<file path="src/rtl/bmhq_pkg.sv">
// shared types and codes for the max priority queue
package bmhq_pkg;

   // operation codes
   localparam logic KIND_INSERT = 1'b0;
   localparam logic KIND_REMOVE = 1'b1;

   // status codes
   localparam logic [1:0] STATUS_OK    = 2'd0;
   localparam logic [1:0] STATUS_FULL  = 2'd1;
   localparam logic [1:0] STATUS_EMPTY = 2'd2;

   // width of the reported entry count
   localparam int COUNT_OUT_W = 5;

   typedef logic signed [31:0] key_type;

   typedef struct packed {
      logic    kind;
      key_type value;
   } req_type;

   typedef struct packed {
      key_type                  removed_value;
      key_type                  top_value;
      logic [COUNT_OUT_W-1:0]   entry_count;
      logic [1:0]               status;
   } rsp_type;

   // command broadcast to every cell of the chain
   typedef struct packed {
      logic    ins;
      logic    rem;
      key_type key;
   } cell_ctrl_type;

endpackage

</file>
<file path="src/rtl/bmhq_cell.sv">
// one cell of the sorted key chain: holds one key, shifts with its neighbours
module bmhq_cell (
   input  logic                    clock,
   input  bmhq_pkg::cell_ctrl_type ctrl,
   input  logic                    occ,
   input  bmhq_pkg::key_type       prev_value,
   input  logic                    prev_gt,
   input  bmhq_pkg::key_type       next_value,
   output bmhq_pkg::key_type       value,
   output logic                    gt
);

   bmhq_pkg::key_type value_ff;
   bmhq_pkg::key_type value_in;

   // new key goes in front of this cell's key
   assign gt = !occ || (ctrl.key > value_ff);

   // insert: shift down from the upper neighbour or take the new key
   // remove: shift up from the lower neighbour
   always_comb begin
      value_in = value_ff;
      if (ctrl.ins) begin
         if (gt) begin
            value_in = prev_gt ? prev_value : ctrl.key;
         end
      end else if (ctrl.rem) begin
         value_in = next_value;
      end
   end

   always_ff @(posedge clock) begin
      value_ff <= value_in;
   end

   assign value = value_ff;

endmodule

</file>
<file path="src/rtl/binary_max_heap_queue.sv">
// max priority queue built as a sorted chain of key cells
//
//   channel | direction | payload            | handshake
//   req     | in        | kind, value        | req_valid / req_ready
//   rsp     | out       | removed, top, count, status | rsp_valid / rsp_ready
//
// every cell compares the beat's key in parallel with its own key and shifts
// by one place; the result appears in the output register in the cycle
// after acceptance.
// reset clears the entry count and the output valid; cell keys need no reset.
// req_ready stays high while the output register is empty or being taken.
module binary_max_heap_queue #(
   parameter int CAPACITY = 16
) (
   input  logic              clock,
   input  logic              reset,
   input  logic              req_valid,
   output logic              req_ready,
   input  bmhq_pkg::req_type req_data,
   output logic              rsp_valid,
   input  logic              rsp_ready,
   output bmhq_pkg::rsp_type rsp_data
);

   // count width, never narrower than the reported count
   localparam int CNT_BITS = $clog2(CAPACITY + 1);
   localparam int CW       = (CNT_BITS > bmhq_pkg::COUNT_OUT_W) ? CNT_BITS
                                                                 : bmhq_pkg::COUNT_OUT_W;

   logic [CW-1:0]     count_ff;
   logic [CW-1:0]     count_in;
   logic              rsp_valid_ff;
   logic              rsp_valid_in;
   bmhq_pkg::rsp_type rsp_data_ff;
   bmhq_pkg::rsp_type rsp_data_in;

   logic              fire;
   logic              full;
   logic              empty;
   logic              ins_ok;
   logic              rem_ok;

   bmhq_pkg::cell_ctrl_type ctrl;
   bmhq_pkg::key_type       cell_value [CAPACITY];
   logic                    cell_gt    [CAPACITY];

   // handshake and operation decode
   assign req_ready = !rsp_valid_ff || rsp_ready;
   assign fire      = req_valid && req_ready;
   assign full      = (count_ff == CW'(CAPACITY));
   assign empty     = (count_ff == '0);
   assign ins_ok    = fire && (req_data.kind == bmhq_pkg::KIND_INSERT) && !full;
   assign rem_ok    = fire && (req_data.kind == bmhq_pkg::KIND_REMOVE) && !empty;

   assign ctrl.ins = ins_ok;
   assign ctrl.rem = rem_ok;
   assign ctrl.key = req_data.value;

   // chain of cells, largest key at the head
   for (genvar i = 0; i < CAPACITY; i++) begin : g_cell
      logic occ;
      bmhq_pkg::key_type prev_v;
      logic prev_g;
      bmhq_pkg::key_type next_v;

      assign occ = (CW'(i) < count_ff);

      if (i == 0) begin : g_head
         assign prev_v = '0;
         assign prev_g = 1'b0;
      end else begin : g_mid
         assign prev_v = cell_value[i-1];
         assign prev_g = cell_gt[i-1];
      end

      if (i == CAPACITY - 1) begin : g_tail
         assign next_v = '0;
      end else begin : g_body
         assign next_v = cell_value[i+1];
      end

      bmhq_cell u_cell (
         .clock      (clock),
         .ctrl       (ctrl),
         .occ        (occ),
         .prev_value (prev_v),
         .prev_gt    (prev_g),
         .next_value (next_v),
         .value      (cell_value[i]),
         .gt         (cell_gt[i])
      );
   end

   // next count and response
   always_comb begin
      count_in    = count_ff;
      rsp_data_in = rsp_data_ff;
      if (fire) begin
         rsp_data_in.removed_value = '0;
         rsp_data_in.status        = bmhq_pkg::STATUS_OK;
         rsp_data_in.top_value     = empty ? '0 : cell_value[0];
         if (ins_ok) begin
            count_in = count_ff + CW'(1);
            if (empty || (req_data.value > cell_value[0])) begin
               rsp_data_in.top_value = req_data.value;
            end
         end else if (rem_ok) begin
            count_in = count_ff - CW'(1);
            rsp_data_in.removed_value = cell_value[0];
            rsp_data_in.top_value     = (count_ff > CW'(1)) ? cell_value[1] : '0;
         end else if (req_data.kind == bmhq_pkg::KIND_INSERT) begin
            rsp_data_in.status = bmhq_pkg::STATUS_FULL;
         end else begin
            rsp_data_in.status = bmhq_pkg::STATUS_EMPTY;
         end
         rsp_data_in.entry_count = count_in[bmhq_pkg::COUNT_OUT_W-1:0];
      end
   end

   // output register valid
   always_comb begin
      rsp_valid_in = rsp_valid_ff;
      if (fire) begin
         rsp_valid_in = 1'b1;
      end else if (rsp_ready) begin
         rsp_valid_in = 1'b0;
      end
   end

   always_ff @(posedge clock) begin
      if (reset) begin
         count_ff     <= '0;
         rsp_valid_ff <= 1'b0;
      end else begin
         count_ff     <= count_in;
         rsp_valid_ff <= rsp_valid_in;
      end
   end

   always_ff @(posedge clock) begin
      rsp_data_ff <= rsp_data_in;
   end

   assign rsp_valid = rsp_valid_ff;
   assign rsp_data  = rsp_data_ff;

endmodule

</file>
<file path="config.mk">
export PLATFORM = sky130hd
export DESIGN_NAME = binary_max_heap_queue
export DESIGN_NICKNAME = d
export VERILOG_FILES = /design/src/rtl/bmhq_pkg.sv /design/src/rtl/bmhq_cell.sv /design/src/rtl/binary_max_heap_queue.sv
export SDC_FILE = /design/constraint.sdc
export NUM_CORES = 2
export LEC_CHECK = 0
export BUFFER_PORTS_ARGS = -buffer_cell sky130_fd_sc_hd__buf_4
export CAP_MARGIN = 20
export CORE_MARGIN = 4
export CORE_UTILIZATION = 30
export DETAILED_ROUTE_END_ITERATION = 10
export HOLD_SLACK_MARGIN = 0.08
export SLEW_MARGIN = 40
export SYNTH_ARGS = -nofsm -noshare
export SYNTH_HDL_FRONTEND = slang
export SYNTH_SLANG_ARGS = --single-unit
</file>
<file path="constraint.sdc">
create_clock -name clock -period 6.15 [get_ports clock]
set_input_delay 1.845 -clock clock [delete_from_list [all_inputs] [get_ports clock]]
set_output_delay 1.845 -clock clock [all_outputs]
set_load 0.03 [all_outputs]
</file>
# Word level (Yosys, flattened, before mapping)
# Cells that the tools add are included.
# totals
regBits,589
inputBits,37
word_cells,212
# classes
addsub,2
magnitude_cmp,33
eq_ne,17
muxes,73
n_bitwise,2
n_reduce_logical,63
# ops
cell,n
32-bit two-way mux,68
32-bit > comparator,16
"4-bit by 5-bit < comparator with 1-bit output, first input constant",8
"2-bit by 1-bit != test with 1-bit output, second input constant",16
2-bit AND reduction,16
"3-bit by 5-bit < comparator with 1-bit output, first input constant",4
1-bit logical NOT,19
1-bit logical OR,18
"1-bit by 5-bit < comparator with 1-bit output, first input constant",2
"2-bit by 5-bit < comparator with 1-bit output, first input constant",2
5-bit two-way mux,2
"5-bit by 1-bit adder with 5-bit output, second input constant",1
"5-bit equality test, second input constant",1
"5-bit by 1-bit > comparator with 1-bit output, second input constant",1
1-bit logical AND,5
5-bit logical NOT,1
"5-bit by 1-bit subtractor with 5-bit output, second input constant",1
2-bit nonzero test,2
2-bit OR reduction,2
1-bit two-way mux,2
2-bit two-way mux,1
1-bit inverter,2

# Logic depth before layout (Yosys ltp)
# depth
ltp_word,7
mapped_depth,12
ltp_nobuf,10

# Hierarchy
# A second synthesis with hierarchy kept.
# unflattened
hier_cells,4481
area_unflattened_um2,43628.1
# by_module_without_submodules
mod,instances,cells_per_inst,area_per_inst_um2,seq_area_each_um2
bmhq_cell,16,256,2459.9,960.9
binary_max_heap_queue,1,385,4270.3,2252.2

# Worst setup path before layout
# Ideal clock, no wire load.
# synth_timing
path_kind,input-to-reg
startpoint,input port rsp_ready
endpoint,"register g_cell[15].u_cell.value_ff[0], enable pin"
setup_time_ns,0.472
arrival_ns,5.945
t_required_ns,5.678
slack_ns,-0.267
cell_stages,7
path_buffers,2
cell_sequence,nand2b_1 -> nand2_1 -> nor3_2 -> buf_2 -> clkbuf_1 -> o31ai_1 -> o32ai_1
# synth_between
elab_chain_len,6
elab_cells_between_ends,9
cone_classes,1 x eq/ne; 8 x reduce/logical
# synth_lines
element,line_no,text
"start, declared",binary_max_heap_queue.sv:21,"input logic rsp_ready,"
1-bit logical OR (*),binary_max_heap_queue.sv:48,assign req_ready = !rsp_valid_ff || rsp_ready;
1-bit logical AND (*),binary_max_heap_queue.sv:49,assign fire = req_valid && req_ready;
"1-bit logical AND, on equally long branches (2 in series)","binary_max_heap_queue.sv:52, binary_max_heap_queue.sv:53",
2-bit by 1-bit != test with 1-bit output (no line) or 2-bit nonzero test (tied branches),--,
2-bit AND reduction (no line) (*),--,
"end signal, assigned",bmhq_cell.sv:33,value_ff <= value_in;
"end, declared",bmhq_cell.sv:13,bmhq_pkg::key_type value_ff;
# Every way passes the cells marked *; elsewhere a longest branch is shown, timed or not.
# A chain may end at the register's enable or synchronous reset.

# Final worst setup path
# layout_timing
startpoint,input port req_data[0] (netlist name)
endpoint,"register g_cell[6].u_cell.value_ff[8], enable pin"
# layout_between
elab_chain_len,4
# layout_lines
element,line_no,text
"start, declared",binary_max_heap_queue.sv:19,"input bmhq_pkg::req_type req_data,"
32-bit > comparator,bmhq_cell.sv:17,assign gt = !occ || (ctrl.key > value_ff);
1-bit logical OR,bmhq_cell.sv:17,
2-bit by 1-bit != test with 1-bit output (no line),--,
2-bit AND reduction (no line),--,
"end signal, assigned",bmhq_cell.sv:33,
"end, declared",bmhq_cell.sv:13,
# No other way between the ends.

==> impl_metrics.csv <==
group,metric,value,unit
synthesis,synth_most_common_cell,"sky130_fd_sc_hd__edfxtp_1",
clocking,tritoncts,"done",
synthesis,ys_dominant_reg_cell,"sky130_fd_sc_hd__edfxtp_1",
sta,fin_worst_hold_slack,0.543,ns
critical_path,crit_required,6.41,ns
clocking,cts-buffers-inserted,69,
drt,detailroute.via_count,33300,
place,placement.cell_area,43200,µm²
synthesis,synth_largest_area_cell,"sky130_fd_sc_hd__edfxtp_1",
floorplan,die_h,374,µm
grt,grt_overflow,0,
synthesis,netlist-cell-type-count,67,
drt,ant_nets,0,
status,outcome,"finished, final reports clean",
flow_run,maxCapViolations,0,
floorplan,initial_utilization,30.4,%
synthesis,share_of_synthesized_area_spent_on_multiplexers,0.797,%
pwr,leakage,18.5,nW
synthesis,synth_top_area_share,43.6,%
place,post_dp_hpwl,96.1,mm
critical_path,worst_path_largest_cell_delay,0.62,ns
critical_path,critPathSlowestCell,"sky130_fd_sc_hd__nor2_4",
clocking,cts.reportedPaths.clkPinSlew,0.05,ns
clocking,hold_buffers,0,
drt,viasPerCell,5.72,
synthesis,warning_count_from_the_yosys_run,0,
critical_path,r2r_worst_path_depth,8,
pwr,share_comb_of_total_power,25.7,%
sta,worst_slew_pin_slew,0.883,ns
clocking,htree_num_levels,3,
clocking,post-cts-setup-buffers,0,
place,portBuffers,109,
pwr,p_switching,4.15,mW
synthesis,main_combinational_cell_family_by_area_after_synthesis,"compound AO/OA/AOI/OAI gates",
sta,final.setup_skew,0.0260,ns
cells_and_area,fraction_of_final_layout_cells_with_drive_strength_greater_than_1,9.26,%
grt,grt_start_max_net_pins,80,
synthesis,syn_avg_cell_area,10.0,µm²
synthesis,syn_inst,4004,
pwr,worst_ir_drop_vdd,0.201,mV
grt,grt_pass1_wl,194,mm
pwr,switching_share_of_power,32.8,%
synthesis,top_area_cells_in_the_synthesized_netlist,"sky130_fd_sc_hd__edfxtp_1, sky130_fd_sc_hd__ha_1, sky130_fd_sc_hd__o221ai_1",
pwr,power.density_cell_area,279,nW/µm²
drt,drtPass1Iterations,6,
critical_path,crit_path_cells,"buf_4 -> inv_1 -> ha_1 -> nor2b_1 -> o211ai_1 -> a2111oi_0 -> or4b_2 -> a211oi_1 -> nor2_4 -> nand2_1 -> nand2_1 -> buf_4",
cells_and_area,area.growth.synth_to_final,13.0,%
drt,route.detailed.drc,0,
grt,gr-usage-all-layers,17.4,%
critical_path,max_fo_critical_path,34,
sta,timing.final.setup_violations,0,
grt,first_global_vias,31400,
sta,max_slew_margin,41.0,%
sta,final_critical_path_required_period,4.80,ns
clocking,cts_root_buf,"sky130_fd_sc_hd__clkbuf_16",
drt,dr.first_iter.drc_count,3504,
floorplan,number_of_i_o_pins,110,
synthesis,synth-compound-area-share,18.7,%
clocking,clock_latency,0.63,ns
worst_hold_path,classification_of_the_worst_slack_hold_path,"reg -> reg",
place,place.gp.congestion,0.885,
cells_and_area,final_net_count,4571,
critical_path,timing.critical_path.arrival,5.07,ns
cells_and_area,finalInstanceArea,45400,µm²
grt,grt_antenna_before_repair,1,
synthesis,synth_seq_cells,589,
pwr,p_seq_share,42.7,%
synthesis,yosys.area_share.simple,12.9,%
clocking,ctsResizeCount,0,
sta,period_share,78.1,%
worst_hold_path,cell_depth_of_the_worst_hold_path,2,
synthesis,post_synth_instance_area,40200,µm²
critical_path,critPathCaptureType,"flop",
synthesis,synth_async_sr_flop_share,0,%
floorplan,std_cell_rows,133,
clocking,ctsLongestPathBuffers,3,
drt,drt_wl_total,127,mm
floorplan,design.core.area,132000,µm²
sta,grt_setup_unrepaired,"false",
sta,report.final.slew_viol_count,0,
floorplan,die_x,374,µm
synthesis,syn-num-nets,4556,
sta,hold_viol,0,
synthesis,number_of_flops_mapped_to_enable_cells_by_yosys,583,
pwr,power.share.clock,31.5,%
synthesis,synth_sequential_area_ratio,43.9,%
drt,routedWlPerCell,21.7,µm
pwr,intPower,8.52,mW
sta,max_clock_freq,208,MHz
floorplan,fp.dieArea,140000,µm²
critical_path,startpoint_type,"input port",
synthesis,yosys.area_share.xor_xnor,0.0872,%
synthesis,netlist_top_cells_count,"sky130_fd_sc_hd__edfxtp_1, sky130_fd_sc_hd__inv_1, sky130_fd_sc_hd__ha_1, sky130_fd_sc_hd__nand3_1, sky130_fd_sc_hd__o221ai_1",
synthesis,synthAdderAreaFrac,16.0,%
critical_path,class_of_the_most_critical_setup_path,"in -> reg",
clocking,clock-sinks,589,
[cell usage in the layout, fill, tap and decap left out, drive strengths merged, types with 8 or more instances in the layout]
| master | instances |
|---|---|
| or4b | 8 |
| buf | 211 |
| inv | 523 |
| nand2 | 247 |
| nand4 | 119 |
| edfxtp | 583 |
| nor2 | 116 |
| a221oi | 15 |
| o211ai | 40 |
| clkinv | 30 |
| mux2i | 32 |
| nor2b | 24 |
| clkbuf | 82 |
| nor3 | 51 |
| a22oi | 32 |
| nor4 | 30 |
| a21oi | 266 |
| nand3 | 431 |
| o21ai | 85 |
| o221ai | 372 |
| a221o | 34 |
| o221a | 31 |
| a21o | 58 |
| ha | 515 |
| a211oi | 28 |
| a2111oi | 16 |
[cells by family after synthesis]
| family | Yosys count |
|---|---|
| adder cells (fa/ha/maj) | 515 |
| flip-flops | 589 |
| AO/OA/AOI/OAI | 1018 |
| XOR/XNOR | 4 |
| multiplexers | 32 |
| AND/OR/NAND/NOR | 1059 |
| buffers and inverters | 787 |
[layout make-up]
class	instances	area, µm²
Fill cell	13300	86900
Antenna cell	1	2.50
Clock buffer	82	1840
Multi-Input combinational cell	2628	19700
Timing Repair Buffer	211	1760
Tap cell	1755	2200
Sequential cell	589	17600
Inverter	520	1950
Clock inverter	40	289
[layer usage]
layer  track usage, %  routed length (µm)  vias to the layer above
li1                 -                   -                    15500
met1             26.4               60000                    16200
met2             25.2               52300                     1447
met3             2.33                9950                      188
met4             5.81                4340                        2
met5                0                  13                        -
[through the flow]
stage          total power [mW]  util [%]  std cells  setup WS (ns)  TNS [ns]
2_1_floorplan              7.54         -       4004       -0.00111   -0.0356
3_3_place_gp               8.59      32.6       5698          0.569         0
3_5_place_dp               8.68      32.6       5700          0.717         0
4_1_cts                    12.7      34.2       5822           1.37         0
5_1_grt                    13.3      34.3       5825           1.07         0
6_report                   12.7      34.3       5826           1.35         0
[power groups by stage]
stage	clock network, mW	registers (mW)	logic, mW
2_1_floorplan	0	5.48	2.06
3_3_place_gp	0	5.47	3.12
3_5_place_dp	0	5.48	3.20
4_1_cts	4.07	5.41	3.22
5_1_grt	4.22	5.46	3.62
6_report	3.99	5.41	3.26
[path summary, 6_finish.rpt]
kind | slack [ns] | endpoint | startpoint
hold reg to reg | 0.54 | rsp_valid | rsp_valid
setup reg to reg | 2.39 | g_cell[1].u_cell.value[7] | count_ff[1]
hold / removal | 0.54 | rsp_valid | rsp_valid
setup / recovery | 1.35 | g_cell[6].u_cell.value[8] | req_data[0]
[critical path, delay by kind of cell]
family          cells  cell delay (ns)
fa+ha+maj           1             0.36
simple gates        5             1.19
buf+inv             3             0.93
compound gates      3             0.71
[registers in the layout (all words and copies together) (netlist names)]
name,cells
rsp_data,71
count_ff,5
rsp_valid,1
g_cell.u_cell.value,512
Power figures use the tool's default switching activity.
